==> src/hdl/lat_ram.sv <==
module lat_ram #(
  parameter int W = 32,
  parameter int D = 32
) (
  input  logic                 clk,
  input  logic                 we,
  input  logic [$clog2(D)-1:0] waddr,
  input  logic [W-1:0]         wdata,
  input  logic                 re,
  input  logic [$clog2(D)-1:0] raddr,
  output logic [W-1:0]         rdata
);

  logic [W-1:0] mem_r [D];

  always_ff @(posedge clk) begin
    if (we) begin
      mem_r[waddr] <= wdata;
    end
    if (re) begin
      rdata <= mem_r[raddr];
    end
  end

endmodule

==> config.mk <==
export PLATFORM = sky130hd
export DESIGN_NAME = lat_ram
export DESIGN_NICKNAME = d
export VERILOG_FILES = /design/src/hdl/lat_ram.sv
export SDC_FILE = /design/constraint.sdc
export NUM_CORES = 1
export LEC_CHECK = 0
export ABC_AREA = 0
export BUFFER_PORTS_ARGS = -buffer_cell sky130_fd_sc_hd__buf_2
export CORE_MARGIN = 2
export CORE_UTILIZATION = 62
export CTS_CLUSTER_SIZE = 20
export DETAILED_ROUTE_END_ITERATION = 7
export MAX_ROUTING_LAYER = met4
export PLACE_DENSITY = 0.79
export SETUP_SLACK_MARGIN = 0.3
export SYNTH_ARGS = -nofsm -noshare
export SYNTH_HDL_FRONTEND = slang
export SYNTH_SLANG_ARGS = --single-unit
export TNS_END_PERCENT = 50
==> constraint.sdc <==
create_clock -name clk -period 3 [get_ports clk]
set_input_delay 0.15 -clock clk [delete_from_list [all_inputs] [get_ports clk]]
set_output_delay 0.15 -clock clk [all_outputs]
set_load 0.1 [all_outputs]
==> metrics.md <==
| Metric | Value |
|---|---|
| Worst path slowest cell | edfxtp_1 |
| Sequential area share after synthesis | 77.71% |
| Type of origin of the critical path | flip-flop |
| Final core occ | a little over two thirds |
| Critical path type | reg2out |
| R2r setup slk | 1.42 ns |
| Avg Vias per Cell | approximately 6.5 |
| WL/cell | 28.30 µm |
| Synth warn | 0 |
| Layout Skew | approximately 0.026 ns |
| Layout cells sized above 1 | between 10% and 20% |
| DIE AREA | about 68000 µm² |
| Worst-path clk slew | around 0.06 ns |
| Clock tree sinks | ~1100 |
| R2R cell count | 5 |
| Syn avg cell area | 18.06 µm² |
| Root Driver | clkbuf_16 |
| RSZ-0062 raised after global routing | false |
| Critical path peak fanout | 1 |
| CTS max path bufs | 3 |
| Largest net degree at the start of global routing | 75 |
| Status | finished, final reports clean |
| Max_cap viols | 0 |
| CP delay by family, top | flip-flops |
| Cell with the most instances after synthesis | edfxtp_1 |
| Final WL | around 95000 µm |
| Rel. slew slack | a little over two fifths |
| Total gr overflow | 0 |
| Dominant cell type by area after synthesis | edfxtp_1 |
| # nets final | approximately 2500 |
| WP buf/inv | 1 |
| First-pass GRT wire length | 138100 µm |
| Worst Setup End Kind | primary output |
| Antenna-violating nets left | 0 |
| Hold Vio Cnt, Final | 0 |
| Critical Path RT | ~2.9 ns |
| Max VDD drop | 0.3796 mV |
| Top post-synthesis cells by area | edfxtp_1 78%, mux2i_1 13%, a22oi_1 1.8% |
| Syn Nets | approximately 2300 |
| CP cell instances | buf_2 |
| CTS tree | yes |
| Crit path largest cell delay | 0.52 ns |
| GRT Util Overall | 28.98% |
| Number of synthesized register bits | between 1000 and 1500 |
| Synth cell types | 24 |
| Crit path time final | ~1.8 ns |
| Hold depth | 1 |
| Number of remaining DRC errors | 0 |
| EDFF count, synth | between 1000 and 1500 |
| DR iter-0 viols | ~2800 |
| Layout fillers | about 3800 |
| Vias in the first global route | 21530 |
| P&R area growth vs syn | 12.52% |
| Hold Crit Class | in2reg |
| Netlist Area Pre-Place | around 41000 µm² |
| GP Congestion | roughly 0.82 |
| # Post-CTS Setup Buffers | 0 |
| Die extent in y | ~260 µm |
| FP Rows | between 90 and 100 |
| Initial antenna violation count | 3 |
| Cell count after synthesis | approximately 2300 |
| Final period utilization | 60.29% |
| Core ar. | ~66000 µm² |
| Io pins | 77 |
| Worst-Skew Late Latency | about 0.64 ns |
| Share of the synthesized area in the top cell type | 77.71% |
| Buffers on Ports | 76 |
| Worst-Margin Slew | between 0.8 and 0.9 ns |
| Initial Util | 62.29% |
| Pwr/cell area | 646.1 nW/µm² |
| Max-slew violations | 0 |
| Worst path depth | 1 |
| Post-DP HPWL | slightly above 50000 µm |
| Main synth FF type | edfxtp_1 |
| CP Data Arrival Time | between 1.5 and 2 ns |
| H-Tree Depth | 3 |
| Chip width | 260.5 µm |
| Top cells by count, synth | 1056 x edfxtp_1, 512 x mux2i_1, 98 x nand2_1, 98 x nand3_1 |
| Pre-Repair DR Iteration Count | 6 |
| Via count | 21780 |
| Max Freq | ~550 MHz |
| Post-synth ARST share | 0% |
| Final setup vio count | 0 |
| Setup TNS Final | 0 ns |
| Leakage | roughly 16 nW |
| Num CTS Buffers | between 90 and 100 |
[routing by layer]
layer | track usage, % | wire (µm) | vias to the layer above
met5 | - | 0 | -
met4 | 11.63 | 3793 | 0
met3 | 3.885 | 8629 | 242
met2 | 44.95 | 45610 | 1298
met1 | 39.57 | 36660 | 10940
li1 | - | - | 9305
[flip-flops by register name, summed over array words and instances, names as in the netlist]
signal  cells
mem_r    1024
rdata      32
[path summary, 6_finish.rpt]
check / startpoint / end
max: rdata[12] / rdata[12]
min: wdata[20] / mem_r[15][20]
max reg2reg: mem_r[7][14] / rdata[14]
min reg2reg: mem_r[26][7] / rdata[7]
[per-stage QoR]
step / cells / power [mW] / hold slack [ns] / worst slack [ns] / area [µm²]
6_report: 3346 / 29.67 / 0.03206 / 1.191 / 45910
5_1_grt: 3346 / 30.42 / 0.03768 / 1.186 / 45910
3_3_place_gp: 3164 / 18.58 / 0.6242 / 0.8104 / 42910
3_5_place_dp: 3164 / 18.63 / 0.6449 / 0.7631 / 42910
2_1_floorplan: 2260 / 17.97 / 0.2489 / 0.4159 / 40810
4_1_cts: 3345 / 29.74 / 0.002896 / 1.205 / 45910
[cells in the final DEF (no fill, tap or decap), drive strengths merged, types with 32 or more instances in the layout]
cell    count
a21oi      96
a22o       64
a22oi      96
a31oi      32
buf       167
clkbuf    119
clkinv     40
edfxtp   1056
mux2i     512
nand2      98
nand3      98
nor2       34
nor3       32
[repair_timing]
item,CTS,global route
hold endpoints to repair,372,0
resized for setup,0,0
hold buffers,14,0
[power by group]
group	switching, mW	leakage, nW	internal [mW]	total, mW
sequential	0.0732	9.54	16.5	16.5
clock	5.05	1.40	6.26	11.3
combinational	1.30	5.03	0.524	1.82
total	6.42	16.0	23.2	29.7
[cell families (layout without fill, tap and decap cells)]
logic type             Yosys count  after routing  synth area share (%)
buffers and inverters          127            348                 1.846
flip-flops                    1056           1056                 77.71
multiplexers                   512            512                 12.56
AND/OR/NAND/NOR                277            277                 3.076
AO/OA/AOI/OAI                  288            288                 4.808
other                            0              1                     0
[cell type report]
| cell class | instances | area [µm²] | share of cell area (%) |
|---|---|---|---|
| timing repair buffer | 181 | 1652 | 3.597 |
| tap | 864 | 1081 | 2.354 |
| antenna | 1 | 2.502 | 0.005450 |
| sequential | 1056 | 31710 | 69.06 |
| multi-input combinational | 1077 | 8610 | 18.75 |
| clock inverter | 48 | 306.5 | 0.6676 |
| clock buffer | 119 | 2552 | 5.559 |
Note: power is estimated with default switching activity, not from simulation.
