<file path="src/hdl/lat_pkg.sv">
package lat_pkg;

  // table and pool geometry
  localparam int TABLE_ENTRIES = 32;
  localparam int MAX_POOL      = 256;
  localparam int IDX_W         = $clog2(TABLE_ENTRIES);
  localparam int PIDX_W        = $clog2(MAX_POOL + 1);
  localparam int EFF_W         = (PIDX_W > 9) ? PIDX_W : 9;

  // field widths
  localparam int MAC_W   = 48;
  localparam int IP_W    = 32;
  localparam int TIME_W  = 32;
  localparam int TOUT_W  = 13;
  localparam int PSIZE_W = 9;
  localparam int LIM_W   = 33;
  localparam int MB_W    = MAC_W + TIME_W;

  // time constants
  localparam logic [LIM_W-1:0]  US_PER_SECOND   = LIM_W'(1000000);
  localparam logic [TOUT_W-1:0] DEFAULT_TIMEOUT = TOUT_W'(360);

  // commands
  localparam logic [2:0] CMD_DISCOVER = 3'd0;
  localparam logic [2:0] CMD_REQUEST  = 3'd1;
  localparam logic [2:0] CMD_RELEASE  = 3'd2;
  localparam logic [2:0] CMD_ARP      = 3'd3;
  localparam logic [2:0] CMD_AGE      = 3'd4;
  localparam logic [2:0] CMD_RESOLVE  = 3'd5;

  // entry status codes
  localparam logic [1:0] ST_FREE     = 2'd0;
  localparam logic [1:0] ST_RESERVED = 2'd1;
  localparam logic [1:0] ST_VALID    = 2'd2;
  localparam logic [1:0] ST_STALE    = 2'd3;

  // answer codes
  localparam logic [1:0] ANS_NONE    = 2'd0;
  localparam logic [1:0] ANS_GRANT   = 2'd1;
  localparam logic [1:0] ANS_OFFER   = 2'd2;

  // register indexes
  localparam logic [2:0] REG_POOL_START = 3'd0;
  localparam logic [2:0] REG_POOL_SIZE  = 3'd1;
  localparam logic [2:0] REG_MODEM      = 3'd2;
  localparam logic [2:0] REG_TIMEOUT    = 3'd3;
  localparam logic [2:0] REG_SERVER     = 3'd4;

  typedef struct packed {
    logic [2:0]        cmd;
    logic [MAC_W-1:0]  src_mac;
    logic [IP_W-1:0]   ip_addr;
    logic [IP_W-1:0]   target_addr;
    logic [TIME_W-1:0] now_us;
  } in_item_t;

  typedef struct packed {
    logic [1:0]       answer;
    logic [IP_W-1:0]  offered_ip;
    logic [MAC_W-1:0] resolved_mac;
    logic             arp_query_needed;
    logic             flush_pending;
  } out_item_t;

  // configuration seen by the engine
  typedef struct packed {
    logic [IP_W-1:0]   pool_start;
    logic [EFF_W-1:0]  eff_size;
    logic [IP_W-1:0]   modem_address;
    logic              server_mode;
    logic [LIM_W-1:0]  lim_full;
    logic [LIM_W-1:0]  lim_half;
  } cfg_t;

endpackage

</file>
<file path="src/hdl/lat_cfg.sv">
module lat_cfg (
  input  logic               clk,
  input  logic               rst_n,
  input  logic               psel,
  input  logic               penable,
  input  logic               pwrite,
  input  logic [4:0]         paddr,
  input  logic [31:0]        pwdata,
  output logic [31:0]        prdata,
  output logic               pready,
  output lat_pkg::cfg_t      cfg
);
  import lat_pkg::*;

  logic [IP_W-1:0]    pool_start_r;
  logic [PSIZE_W-1:0] pool_size_r;
  logic [IP_W-1:0]    modem_r;
  logic [TOUT_W-1:0]  timeout_r;
  logic               server_r;
  logic [LIM_W-1:0]   lim_full_r;
  logic [LIM_W-1:0]   lim_half_r;
  logic [2:0]         reg_idx;
  logic               wr_en;

  assign reg_idx = paddr[4:2];
  assign wr_en   = psel && penable && pwrite;
  assign pready  = 1'b1;

  // register writes
  always_ff @(posedge clk) begin
    if (!rst_n) begin
      pool_start_r <= '0;
      pool_size_r  <= '0;
      modem_r      <= '0;
      timeout_r    <= DEFAULT_TIMEOUT;
      server_r     <= 1'b0;
    end else if (wr_en) begin
      unique case (reg_idx)
        REG_POOL_START: pool_start_r <= pwdata;
        REG_POOL_SIZE:  pool_size_r  <= pwdata[PSIZE_W-1:0];
        REG_MODEM:      modem_r      <= pwdata;
        REG_TIMEOUT:    timeout_r    <= pwdata[TOUT_W-1:0];
        REG_SERVER:     server_r     <= pwdata[0];
        default: ;
      endcase
    end
  end

  // age limits in microseconds: full and half timeout
  always_ff @(posedge clk) begin
    if (!rst_n) begin
      lim_full_r <= LIM_W'(DEFAULT_TIMEOUT) * US_PER_SECOND;
      lim_half_r <= LIM_W'(DEFAULT_TIMEOUT >> 1) * US_PER_SECOND;
    end else begin
      lim_full_r <= LIM_W'(timeout_r) * US_PER_SECOND;
      lim_half_r <= LIM_W'(timeout_r >> 1) * US_PER_SECOND;
    end
  end

  // readback
  always_comb begin
    unique case (reg_idx)
      REG_POOL_START: prdata = pool_start_r;
      REG_POOL_SIZE:  prdata = 32'(pool_size_r);
      REG_MODEM:      prdata = modem_r;
      REG_TIMEOUT:    prdata = 32'(timeout_r);
      REG_SERVER:     prdata = 32'(server_r);
      default:        prdata = '0;
    endcase
  end

  always_comb begin
    cfg.pool_start    = pool_start_r;
    cfg.eff_size      = (EFF_W'(pool_size_r) > EFF_W'(MAX_POOL)) ? EFF_W'(MAX_POOL)
                                                                 : EFF_W'(pool_size_r);
    cfg.modem_address = modem_r;
    cfg.server_mode   = server_r;
    cfg.lim_full      = lim_full_r;
    cfg.lim_half      = lim_half_r;
  end

endmodule

</file>
<file path="config.mk">
export PLATFORM = sky130hd
export DESIGN_NAME = lat_cfg
export DESIGN_NICKNAME = d
export VERILOG_FILES = /design/src/hdl/lat_pkg.sv /design/src/hdl/lat_cfg.sv
export SDC_FILE = /design/constraint.sdc
export NUM_CORES = 1
export LEC_CHECK = 0
export BUFFER_PORTS_ARGS = -buffer_cell sky130_fd_sc_hd__buf_4
export CAP_MARGIN = 20
export CORE_MARGIN = 4
export CORE_UTILIZATION = 52
export CTS_BUF_LIST = sky130_fd_sc_hd__clkbuf_16
export CTS_CLUSTER_DIAMETER = 50
export DETAILED_ROUTE_END_ITERATION = 10
export PLACE_DENSITY = 0.74
export SLEW_MARGIN = 25
export SYNTH_ARGS = -nofsm -noshare
export SYNTH_HDL_FRONTEND = slang
export SYNTH_SLANG_ARGS = --single-unit
</file>
<file path="constraint.sdc">
create_clock -name clk -period 8.9 [get_ports clk]
set_input_delay 0.89 -clock clk [delete_from_list [all_inputs] [get_ports clk]]
set_output_delay 0.89 -clock clk [all_outputs]
set_load 0.03 [all_outputs]
</file>
==> metrics.txt <==
Die H=around 140 um; register area share after synthesis=0.292; CTS root buf=clkbuf_16; DP HPWL=17800 um; Power Density=148 nW/um^2; Site Rows=49; average cell area after synthesis=8.99 sq um; LEAKAGE=5.52 nW; post-CTS setup buffer count=0; Post-synth EDFFs=0; Max Fanout on Critical Path=8; slew of the pin with the lowest slew margin=0.860 ns; Synth Register Bits=138; Clock transition at path regs=0.06 ns; Overall Global Routing Usage=0.234; Clk Latency, worst-skew pair=0.42 ns; Worst EP arrival=5.28 ns; I/O pin cnt=215; post-CTS resize count=0; Hold Vio Cnt, Final=0; vias in the first global route=between 7000 and 8000; Worst Setup Path Type=flop to flop; Via-to-Cell Ratio=roughly 5.3; GRT Residual Overflow=0; Post-Synthesis Cell Area=~9500 sq um; initial antenna violation count=0; WL/cell=16.1 um; core area=18000 sq um; final WL=23600 um; fillcell total=~1500; fin crit share=0.555; largest net degree at the start of global routing=between 90 and 100; die area=20400 sq um; post-layout min period=4.94 ns; Startpoint Class=flop; # nets final=1427; ys async rst share=0; ant diodes=0; highest-count cells in the layout ignoring fill and taps=205 x buf_4, 191 x nand2_1, 138 x dfxtp_1, 125 x inv_1, 109 x ha_1; CTS H-tree lvls=4; IO buf count=~200; Relative slew margins=0.427; max-slew violations=0; post-route setup TNS=0 ns; CTS Buf Count=17; Final Wtd Congestion=0.825; clk sink count=about 140; Hold Buf Count CTS=0; Final setup viols=0; worst hold-check path type=flop to flop; max_cap viols=0; first-pass GRT wire length=38200 um; Initial DRT Pass Iterations=5; share of cells above drive strength 1=0.210; Max Clock Skew=roughly 0.0075 ns; Syn-to-layout area delta=22.6%; Cells after DPL=between 1000 and 1500; post-route ant nets=0; Worst EP required=between 9 and 10 ns; detailed router's first-iteration violation count=444; WHS=between 0.4 and 0.5 ns; DR vias=7712; commonest non-fill, non-tap cell in the layout=buf_4; Residual DRC=0; Max Buffers Root-to-Sink=2; Total Power=1.71 mW; initial core utilization=0.527; Die W=roughly 140 um; cells after synthesis=1054; warnings from Yosys=0; Final Non-Filler Cells=1463; CP Capture Type=flop; Synth cell types=60; CTS tree=done; Max Fclk=~200 MHz; status=complete, no violations; Main synth FF type=dfxtp_1; unrepaired setup endpoints after global routing=false; Max IR drop VDD=0.130 mV
logic make-up (layout without fill, tap and decap cells):
| group | count (synthesis) | after routing | synth area share |
|---|---|---|---|
| mux | 34 | 34 | 0.0473 |
| simple gates | 305 | 305 | 0.147 |
| xor+xnor | 26 | 26 | 0.0240 |
| flops | 138 | 138 | 0.292 |
| fa+ha+maj | 164 | 164 | 0.260 |
| compound gates | 191 | 191 | 0.143 |
| buf+inv | 194 | 362 | 0.0859 |
| other cells | 2 | 14 | 0.000793 |
Yosys cell counts (all sizes together), types with 2 or more instances:
library cell | count | share of area
nand2 | 191 | 0.076
dfxtp | 138 | 0.29
inv | 125 | 0.050
ha | 109 | 0.14
a21boi | 74 | 0.059
fa | 55 | 0.12
clkbuf | 44 | 0.017
nor2b | 31 | 0.020
a21oi | 29 | 0.016
buf | 25 | 0.019
and2 | 22 | 0.015
o21ai | 22 | 0.012
mux2i | 20 | 0.021
a22o | 19 | 0.018
nor2 | 14 | 0.0058
xnor2 | 13 | 0.012
xor2 | 13 | 0.012
nand2b | 9 | 0.0059
nand3 | 9 | 0.0048
mux4 | 8 | 0.019
a21o | 7 | 0.0057
and3 | 7 | 0.0046
nand4 | 7 | 0.0046
mux2 | 6 | 0.0071
nor3 | 6 | 0.0037
o211ai | 6 | 0.0048
a22oi | 5 | 0.0040
a211oi | 4 | 0.0032
o221ai | 4 | 0.0037
o31ai | 4 | 0.0037
nor4 | 3 | 0.0020
o21a | 3 | 0.0024
a211o | 2 | 0.0018
a31oi | 2 | 0.0013
conb | 2 | 0.00079
o21bai | 2 | 0.0016
or3 | 2 | 0.0013
final timing paths:
kind | startpoint | to | slack (ns) | cells past startpoint
setup reg to reg | timeout_r[4] | lim_half_r[30] | 3.96 | 16
hold / removal | modem_r[0] | modem_r[0] | 0.47 | 2
setup / recovery | timeout_r[4] | lim_half_r[30] | 3.96 | 16
hold reg to reg | modem_r[0] | modem_r[0] | 0.47 | 2
critical path: stages (launching register included):
cell and delay (ns):
dfxtp_1 0.53, inv_1 0.17, fa_1 0.56, xor2_1 0.18, fa_1 0.54, inv_1 0.07
fa_1 0.54, inv_1 0.06, fa_1 0.50, inv_1 0.04, ha_1 0.41, nand2_1 0.14
nor4_1 0.44, a311o_2 0.23, a21oi_2 0.08, o21ai_1 0.17, mux2i_1 0.21
area by class of cell:
| class | instances | area (sq um) | share of cell area |
|---|---|---|---|
| Sequential cell | 138 | 2760 | 0.238 |
| Clock inverter | 15 | 176 | 0.0152 |
| Multi-Input combinational cell | 734 | 5950 | 0.513 |
| Inverter | 125 | 469 | 0.0404 |
| Tap cell | 229 | 287 | 0.0247 |
| Clock buffer | 17 | 425 | 0.0366 |
| Timing Repair Buffer | 205 | 1540 | 0.133 |
registers in the layout, summed over array words and instances (netlist names):
name          flops
server_r          1
modem_r          32
timeout_r        13
lim_full_r       27
lim_half_r       24
pool_start_r     32
pool_size_r       9
stage by stage:
stage	util	area [sq um]	worst slack, ns
after floorplan	-	9520	4.46
after global placement	0.613	11000	3.97
after detailed placement	0.613	11000	3.92
after CTS	0.646	11600	3.91
after global routing	0.646	11600	3.60
final	0.646	11600	3.96
where the power goes:
part | switching, mW | internal (mW) | total, mW
clock network | 0.308 | 0.424 | 0.732
registers | 0.00903 | 0.641 | 0.650
logic | 0.203 | 0.129 | 0.332
total | 0.520 | 1.19 | 1.71
metal layers:
metal	vias up	share of wire	global-route usage
met4	0	0.020	0.0770
met5	-	0	0
li1	3778	-	-
met1	3697	0.42	0.299
met2	204	0.50	0.396
met3	33	0.056	0.0482
(Power assumes the default switching activity.)
